===== src/rtl/r2fft_ram.sv =====
// Generic single-port RAM with registered read.
// No dependencies.
module r2fft_ram #(
  parameter int Width = 8,
  parameter int Depth = 64
) (
  input  logic                     clk,
  input  logic                     we,
  input  logic [$clog2(Depth)-1:0] addr,
  input  logic [Width-1:0]         wdata,
  output logic [Width-1:0]         rdata
);

  logic [Width-1:0] mem [Depth];

  always_ff @(posedge clk) begin
    if (we) begin
      mem[addr] <= wdata;
    end
    rdata <= mem[addr];
  end

endmodule

===== config.mk =====
export PLATFORM = sky130hd
export DESIGN_NAME = r2fft_ram
export DESIGN_NICKNAME = d
export VERILOG_FILES = /design/src/rtl/r2fft_ram.sv
export SDC_FILE = /design/constraint.sdc
export NUM_CORES = 1
export LEC_CHECK = 0
export ABC_AREA = 1
export ABC_CLOCK_PERIOD_IN_PS = 5130
export BUFFER_PORTS_ARGS = -buffer_cell sky130_fd_sc_hd__clkbuf_2
export CAP_MARGIN = 10
export CORE_MARGIN = 2
export CORE_UTILIZATION = 55
export CTS_CLUSTER_SIZE = 28
export DETAILED_ROUTE_END_ITERATION = 8
export PLACE_DENSITY = 0.71
export SYNTH_ARGS = -nofsm -noshare
export SYNTH_HDL_FRONTEND = slang
export SYNTH_SLANG_ARGS = --single-unit

===== constraint.sdc =====
create_clock -name clk -period 5.13 [get_ports clk]
set_input_delay 0.513 -clock clk [delete_from_list [all_inputs] [get_ports clk]]
set_output_delay 0.513 -clock clk [all_outputs]
set_load 0.01 [all_outputs]

==> impl_metrics.yaml, run 1 <==
worst_setup_path:
  worst_ep_arrival_time_ns: 3.08
  reg2reg_slack_ns: 3.67
  endpoint_kind: "flop"
  slowest_stage: "nor2_1"
  cp_cell_sequence: "buf_4 -> clkinv_2 -> nor2_2 -> nand3_1 -> nor2_1"
  path_class: "in2reg"
  r2r_start: "mem[1][4]"
  critPathRequiredTime_ns: 5.34
  r2r_cells: 10
  cp_slowest_stage_delay_ns: 0.88
  path_max_fanout: 60
  r2r-end: "rdata[4]"
  start_kind: "input port"
global_routing:
  grt_antenna_before_repair: 1
  grt_overflow: 0
  grt_usage_pct: 25.4
  grt_first_pass_wirelength_um: 79800
  grt_pass1_vias: 14295
  grt_start_max_net_pins: 237
status:
  outcome: "complete, no violations"
placement:
  post_dp_cell_area_um2: 22500
  gp_congestion: 0.822
  portBuffers: 23
  place_hpwl_um: 29200
clocking:
  post_cts_buffers: 0
  insertion_delay_ns: 0.59
  postCtsHoldBufs: 0
  cts_tree: "done"
  clk_path_buf_depth: 3
  clock-sinks: 520
  ctsHtreeMaxLevel: 2
  root_buffer: "clkbuf_16"
  clkTransAtPathRegs_ns: 0.06
  post_cts_resized: 0
  cts_buffers: 50
die:
  start_util_pct: 55.6
  core-area_um2: 39600
  fp-row-count: 73
  pin_count: 24
  fp.dieW_um: 204
  dieArea_um2: 41700
  dieHeight_um: 204
finish:
  area_growth_pct: 9.15
  diodes: 0
  nFillCells: 3227
  stdcell_area_um2: 24100
  drive_gt1_share_pct: 6.42
  nets: 2189
sta:
  tns_ns: 0
  slew_headroom_pct: 24.4
  max_freq_mhz: 349
  skew_ns: 0.0119
  drv_slew: 0
  hold_ws_ns: 0.508
  hold_viol_final: 0
  worst_pin_slew_ns: 1.13
  setup_viol: 0
  grt_setup_unrepaired: "no"
  fin_crit_sh_pct: 55.8
  finalCriticalPeriod_ns: 2.86
synthesis:
  async_reset_ff_share_pct: 0
  syn_inst: 2167
  syn_area_um2: 22000
  synth.yosys.warnings: 0
  ys.flop_type: "edfxtp_1"
  synth_nets: 2183
  ys_types: 22
  ys_seq_area_share_pct: 70.5
  synth_edf_count: 512
  synth_area_per_cell_um2: 10.2
  synth-seq-cells: 520
route:
  wire_per_inst_um: 18.9
  route.vias.total: 14669
  drt_wl_total_um: 51600
  dr.first_iter.drc_count: 1553
  firstDrtPassIters: 5
  drc_errors: 0
  viasPerCell: 5.36
  postRouteAntennaNets: 0
power:
  p_leak_nw: 10.0
  ir_worst_vdd_v: 0.000235
  p_per_area_nw_per_um2: 364
worst_hold_path:
  min_from: "wdata[1]"
  holdPathEnd: "mem[59][1]"
  hold_class: "in2reg"
  whs_path_depth: 1
job:
  drv_cap: 0
worst max path at each step:
stage / startpoint / end / slack [ns] / depth (start not counted)
2_1_floorplan: addr[3] / mem[41][0] / 2.65 / 5
3_3_place_gp: addr[1] / mem[35][1] / 1.86 / 5
3_5_place_dp: addr[1] / mem[51][3] / 1.78 / 5
4_1_cts: addr[1] / mem[51][1] / 2.39 / 5
5_1_grt: addr[0] / mem[39][0] / 2.15 / 3
6_report: addr[1] / mem[51][1] / 2.27 / 5
flip-flops by register name, indices dropped and copies added, names as in the netlist:
| register | flops |
|---|---|
| rdata | 8 |
| mem | 512 |
layer usage:
metal / vias up / track usage (%) / wire (um)
met1: 6876 / 34.9 / 20900
met3: 98 / 4.46 / 4840
met5: - / 0 / 11
li1: 7011 / - / -
met2: 682 / 41.3 / 24500
met4: 2 / 8.95 / 1350
area by class of cell:
type | instances | area (um2) | share of cell area [%]
flip-flops and latches | 520 | 15500 | 64.6
multi-input cells | 1516 | 5810 | 24.2
clock buffers | 70 | 1440 | 5.99
well taps | 525 | 657 | 2.73
repair buffers | 55 | 379 | 1.58
inverters | 30 | 119 | 0.494
clock inverters | 20 | 118 | 0.489
report_power, final:
part	total [mW]	leakage (nW)	internal, mW	switching, mW
Clock	3.51	0.769	2.00	1.51
Sequential	4.72	4.67	4.70	0.0141
Combinational	0.531	4.57	0.124	0.406
Total	8.76	10.0	6.83	1.93
metrics by stage:
step | worst slack [ns] | power [mW] | utilization, % | std cells
finish | 2.27 | 8.76 | 60.7 | 2736
global route | 2.15 | 9.02 | 60.7 | 2736
floorplan | 2.65 | 5.13 | - | 2167
global placement | 1.86 | 5.33 | 56.8 | 2646
detailed placement | 1.78 | 5.33 | 56.8 | 2646
CTS | 2.39 | 8.79 | 60.7 | 2736
critical path, delay by kind of cell:
family                 cells  cell delay [ns]
AND/OR/NAND/NOR            3             1.83
buffers and inverters      2             0.69
cell families (layout without fill, tap and decap cells):
logic type,Yosys count,count (layout),share of synthesized area (%)
AO/OA/AOI/OAI,12,12,0.329
buffers and inverters,131,175,3.16
flip-flops,520,520,70.5
AND/OR/NAND/NOR,1504,1504,26.0
cells in the mapped netlist (2+ instances only):
library cell  number  share of area, %
buf_1              4             0.068
buf_6             15              0.77
clkbuf_1          23              0.39
nand2_1         1384                24
inv_2              4             0.068
buf_4              7              0.24
nor3_2             8              0.36
inv_1             25              0.43
nor4_1             2             0.057
nand3_1           13              0.30
edfxtp_1         512                70
or2_2              3             0.085
o21ai_1            6              0.14
nand4_1            2             0.057
o211ai_1           5              0.17
buf_2             52               1.2
nor2_1            87               1.5
nor2_2             2             0.057
or2_1              3             0.085
dfxtp_1            8              0.73
placed cells by master (no fill, tap or decap):
| cell type | netlist | final |
|---|---|---|
| clkinvlp_4 | 0 | 1 |
| clkbuf_8 | 0 | 6 |
| nor3_2 | 8 | 8 |
| buf_12 | 0 | 1 |
| inv_6 | 0 | 1 |
| nor2_2 | 2 | 2 |
| clkinv_2 | 0 | 11 |
| nand4_1 | 2 | 2 |
| nand3_1 | 13 | 13 |
| clkbuf_2 | 0 | 21 |
| nor4_1 | 2 | 2 |
| clkbuf_16 | 0 | 53 |
| or2_2 | 3 | 3 |
| edfxtp_1 | 512 | 512 |
| o21ai_1 | 6 | 6 |
| o211ai_1 | 5 | 5 |
| or2_1 | 3 | 3 |
| clkbuf_1 | 23 | 12 |
| buf_4 | 7 | 32 |
| inv_1 | 25 | 25 |
| nand2_1 | 1384 | 1384 |
| o21ai_0 | 1 | 1 |
| nor2_1 | 87 | 87 |
| bufinv_16 | 0 | 1 |
| inv_2 | 4 | 2 |
| clkinv_1 | 1 | 9 |
| dfxtp_1 | 8 | 8 |
Note: power is estimated with default switching activity, not from simulation.
==> run 2: changes to the inputs <==
- ABC_AREA: 1 -> 0
- ABC_CLOCK_PERIOD_IN_PS: 5130 -> 2900
- clock period: 5.13 -> 2.9 ns (I/O delays scaled with it)
==> run 2 against run 1 <==
Routed wire length shrank 0.85%. Die area shrank 7.1%. Non-clock buffer count grew 112. Clock-buffer cell count shrank 1. Core utilization grew 3.4 points. Synthesized cell count shrank 46%. Largest power group unchanged.
==> impl_metrics.yaml, run 2 <==
route:
  firstDrtPassIters: 6
  postRouteAntennaNets: 0
  drt_wl_total_um: 51200
  drc_errors: 0
  wire_per_inst_um: 28.1
  viasPerCell: 6.53
  dr.first_iter.drc_count: 1445
  route.vias.total: 11877
finish:
  drive_gt1_share_pct: 21.3
  area_growth_pct: 14.8
  mostFrequentLayoutCell: "edfxtp_1"
  largest_register: "mem"
  diodes: 0
  top_regs: "mem: 512 flops, rdata: 8 flops"
  nets: 1326
  largest_register_ffs: 512
  mostFrequentLayoutCells: "edfxtp_1, buf_4, nor2_1, mux2i_1, clkbuf_16"
synthesis:
  synth.yosys.warnings: 0
  synth_compound_gate_area_share_pct: 8.08
  syn_inst: 1171
  synth_area_per_cell_um2: 17.5
  synth-xor-area-share_pct: 0
  synth.area.top_cells: "edfxtp_1, mux4_2, mux2i_1, nor2_1, a22oi_1"
  ys_seq_area_share_pct: 76.0
  netlist.area_leader.share_pct: 75.2
  muxShareOfSynthArea_pct: 8.26
  async_reset_ff_share_pct: 0
  synth_edf_count: 512
  synth_top_family_by_area: "multiplexers"
  synth_most_common_cell: "edfxtp_1"
  synth-adder-area-share_pct: 0
  synth_common_cells: "edfxtp_1, nor2_1, mux2i_1"
  synth-seq-cells: 520
  synth_simple_gate_area_share_pct: 5.71
  synth_nets: 1187
  synth.largest_area_cell: "edfxtp_1"
  ys_types: 56
  syn_area_um2: 20400
  ys.flop_type: "edfxtp_1"
placement:
  gp_congestion: 0.908
  place_hpwl_um: 32800
  portBuffers: 23
job:
  drv_cap: 0
die:
  fp-row-count: 70
  start_util_pct: 55.9
  core-area_um2: 36600
  pin_count: 24
  dieHeight_um: 197
  fp.dieW_um: 197
  dieArea_um2: 38700
global_routing:
  grt_antenna_before_repair: 1
  grt_pass1_vias: 11571
  grt_start_max_net_pins: 65
  grt_usage_pct: 27.0
  grt_overflow: 0
  grt_first_pass_wirelength_um: 75000
worst_setup_path:
  path_class: "in2reg"
  worst_ep_arrival_time_ns: 2.72
  critPathRequiredTime_ns: 3.37
  start_kind: "input port"
  path_max_fanout: 39
  endpoint_kind: "flop"
clocking:
  root_buffer: "clkbuf_16"
  insertion_delay_ns: 0.59
  clkTransAtPathRegs_ns: 0.06
  ctsHtreeMaxLevel: 2
  post_cts_resized: 0
  clock-sinks: 520
  postCtsHoldBufs: 0
  cts_tree: "done"
  post_cts_buffers: 0
  cts_buffers: 51
  clk_path_buf_depth: 3
sta:
  fin_crit_sh_pct: 77.4
  slew_headroom_pct: 21.6
  grt_setup_unrepaired: "no"
  hold_viol_final: 0
  drv_slew: 0
  tns_ns: 0
  max_freq_mhz: 446
  skew_ns: 0.0114
  finalCriticalPeriod_ns: 2.24
  hold_ws_ns: 0.221
  setup_viol: 0
  worst_pin_slew_ns: 1.18
power:
  p_leak_nw: 7.82
  ir_worst_vdd_v: 0.000444
  p_per_area_nw_per_um2: 661
worst_hold_path:
  hold_class: "in2reg"
status:
  outcome: "complete, no violations"
==> run 2: layer usage <==
metal | vias to the layer above | track usage, % | part of all wire [%]
li1 | 5033 | - | -
met1 | 5996 | 36.9 | 38
met2 | 728 | 42.6 | 47
met3 | 120 | 6.11 | 11
met4 | 0 | 11.0 | 4.0
met5 | - | 0 | 0
==> run 2: worst max-delay path, cell delays in order <==
cell,delay [ns]
buf_6,0.36
buf_12,0.29
buf_4,0.21
or2_2,0.22
o22ai_1,0.11
o31ai_1,0.44
o2111ai_1,0.24
or4b_1,0.55
==> run 2: final timing paths <==
| kind | startpoint | end | slack (ns) | depth (start not counted) |
|---|---|---|---|---|
| setup reg to reg | mem[2][7] | rdata[7] | 0.73 | 5 |
| hold reg to reg | mem[3][4] | rdata[4] | 0.70 | 3 |
| hold / removal | wdata[1] | mem[61][1] | 0.22 | 2 |
| setup / recovery | addr[2] | rdata[7] | 0.66 | 8 |
==> run 2: layout make-up <==
type	instances	area (um2)
multi-input cells	567	4510
repair buffers	167	1260
flip-flops and latches	520	15500
fillers	2525	13100
inverters	3	11.3
well taps	468	586
clock inverters	25	205
clock buffers	69	1370
==> run 2: cell families after synthesis <==
group           after synthesis
flops                       520
compound gates              222
mux                         116
simple gates                229
buf+inv                      84
==> run 2: report_power, final <==
group | switching [mW] | internal [mW] | total, mW | leakage (nW)
logic | 0.581 | 0.304 | 0.885 | 2.39
clock network | 2.71 | 3.56 | 6.28 | 0.759
registers | 0.0260 | 8.32 | 8.35 | 4.67
==> run 2: metrics by stage <==
stage	cell area [um2]	instances	setup slack [ns]	total power [mW]	utilization (%)
floorplan	20400	1171	0.511	8.95	-
global placement	21900	1725	0.121	9.36	59.8
detailed placement	21900	1725	0.101	9.38	59.8
CTS	23500	1819	0.725	15.6	64.1
global route	23500	1819	0.632	15.9	64.1
finish	23500	1819	0.656	15.5	64.1
==> run 3: changes to the inputs <==
- ABC_CLOCK_PERIOD_IN_PS: 2900 -> 1850
- PLACE_DENSITY: 0.71 -> 0.74
- clock period: 2.9 -> 1.85 ns (I/O delays scaled with it)
==> run 3 against run 2 <==
The flow now finishes with violations (negative setup slack). Via count rose by 3.9%. Sequential cell count unchanged. Sequential share of layout area shrank 5.5 points. Cell count increased by 4.9%. Non-clock buffer count is 85 higher. Routed wire length up 4.9%. Cell area grew 9.0%. Clock power is 69% higher. Register-to-register slack got worse by 0.93 ns. Power increased by 64%. Die area did not move. Clock skew rose by 0.0028 ns.
==> impl_metrics.yaml, run 3 (synthesis gave the netlist of run 2 again) <==
status:
  outcome: "finished, violations left"
  violations: "negative setup slack"
finish:
  layout.cells.non_filler: 1908
  ff_latch_area_um2: 15500
  diodes: 0
  area_growth_pct: 25.1
  largest_register: "mem"
  finish.utilization_pct: 69.9
  mostFrequentLayoutCells: "edfxtp_1, buf_4, nor2_4, mux2i_1, buf_12"
  largest_register_ffs: 512
  multiInputGateArea_um2: 5190
  nets: 1412
  drive_gt1_share_pct: 33.1
  mostFrequentLayoutCell: "edfxtp_1"
  top_regs: "mem: 512 flops, rdata: 8 flops"
  nFillCells: 2244
power:
  ir_worst_vdd_v: 0.000810
  totalPowerFinal_mw: 25.4
  p_per_area_nw_per_um2: 993
  p_leak_nw: 8.57
clocking:
  clkTransAtPathRegs_ns: 0.07
  clock-sinks: 520
  insertion_delay_ns: 0.60
  cts_tree: "done"
  postCtsHoldBufs: 0
  clk_path_buf_depth: 3
  ctsHtreeMaxLevel: 2
  root_buffer: "clkbuf_16"
  cts_buffers: 52
global_routing:
  grt_antenna_before_repair: 0
  grt_overflow: 0
  grt_start_max_net_pins: 65
  grt_first_pass_wirelength_um: 79600
  grt_usage_pct: 28.4
  grt_pass1_vias: 12383
placement:
  portBuffers: 23
  place_hpwl_um: 34700
  dp_cells: 1812
  post-place-ws_ns: -0.729
  gp_congestion: 0.912
worst_setup_path:
  start_kind: "flop"
  endpoint_kind: "flop"
  path_class: "reg2reg"
  path_max_fanout: 1
  cp_cell_sequence: "mux2_4 -> mux4_2 -> o21ai_2 -> o2111ai_2 -> or4b_1"
  slowest_stage: "or4b_1"
  worst_ep_arrival_time_ns: 2.53
  critPathRequiredTime_ns: 2.33
  cp_slowest_stage_delay_ns: 0.48
die:
  pin_count: 24
  dieArea_um2: 38700
  dieHeight_um: 197
  start_util_pct: 55.9
  core-area_um2: 36600
  fp-row-count: 70
  fp.dieW_um: 197
sta:
  worst_slack_ns: -0.200
  setup_viol: 5
  fin_crit_sh_pct: 111
  slew_headroom_pct: 38.3
  skew_ns: 0.0142
  drv_slew: 0
  hold_viol_final: 0
  finalCriticalPeriod_ns: 2.05
  worst_pin_slew_ns: 0.923
  hold_ws_ns: 0.0883
  grt_setup_unrepaired: "yes"
  max_freq_mhz: 488
route:
  dr.first_iter.drc_count: 1440
  route.vias.total: 12340
  viasPerCell: 6.47
  firstDrtPassIters: 5
  postRouteAntennaNets: 0
  drt_wl_total_um: 53700
  drc_errors: 0
  wire_per_inst_um: 28.1
worst_hold_path:
  hold_class: "in2reg"
job:
  drv_cap: 0
==> run 3: worst max-delay path, delay by kind of cell, from the launching register on <==
family	cells	cell delay [ns]
mux	2	0.75
compound gates	2	0.31
simple gates	1	0.48
flops	1	0.38
==> run 3: metrics by stage <==
step	cell area, um2	TNS, ns
2_1_floorplan	21100	-0.0620
3_3_place_gp	23800	-61.88
3_5_place_dp	23800	-69.14
4_1_cts	25600	-0.617
5_1_grt	25600	-0.793
6_report	25600	-0.497
==> run 3: power by group <==
| group | internal (mW) | switching [mW] | leakage [nW] | total, mW |
|---|---|---|---|---|
| logic | 0.715 | 1.04 | 3.06 | 1.76 |
| registers | 13.0 | 0.0458 | 4.67 | 13.1 |
| clock network | 6.20 | 4.38 | 0.843 | 10.6 |
==> run 3: worst paths after layout <==
kind / start / to / slack (ns) / depth (start not counted)
max: mem[0][7] / rdata[7] / -0.20 / 5
min: wdata[2] / mem[14][2] / 0.09 / 2
max reg2reg: mem[0][7] / rdata[7] / -0.20 / 5
min reg2reg: mem[3][2] / rdata[2] / 0.75 / 3
==> run 3: area by class of cell <==
| type | count | area share, % |
|---|---|---|
| Sequential cell | 520 | 60.7 |
| Tap cell | 468 | 2.29 |
| Clock inverter | 40 | 1.44 |
| Timing Repair Buffer | 252 | 10.0 |
| Clock buffer | 58 | 5.26 |
| Multi-Input combinational cell | 567 | 20.3 |
| Inverter | 3 | 0.0440 |
==> run 3: what timing repair did <==
action | CTS | global route
gates resized for setup | 14 | 6
gates cloned | 0 | 0
pin swaps | 6 | 8
setup buffers | 0 | 0
setup endpoints to repair | 5 | 5
==> run 3: routing by layer <==
layer	up-vias	routed length (um)	GRT usage [%]
met5	-	0	0
met3	123	5160	5.82
met1	6322	20700	38.7
li1	5229	-	-
met4	0	1960	10.9
met2	666	25900	45.8
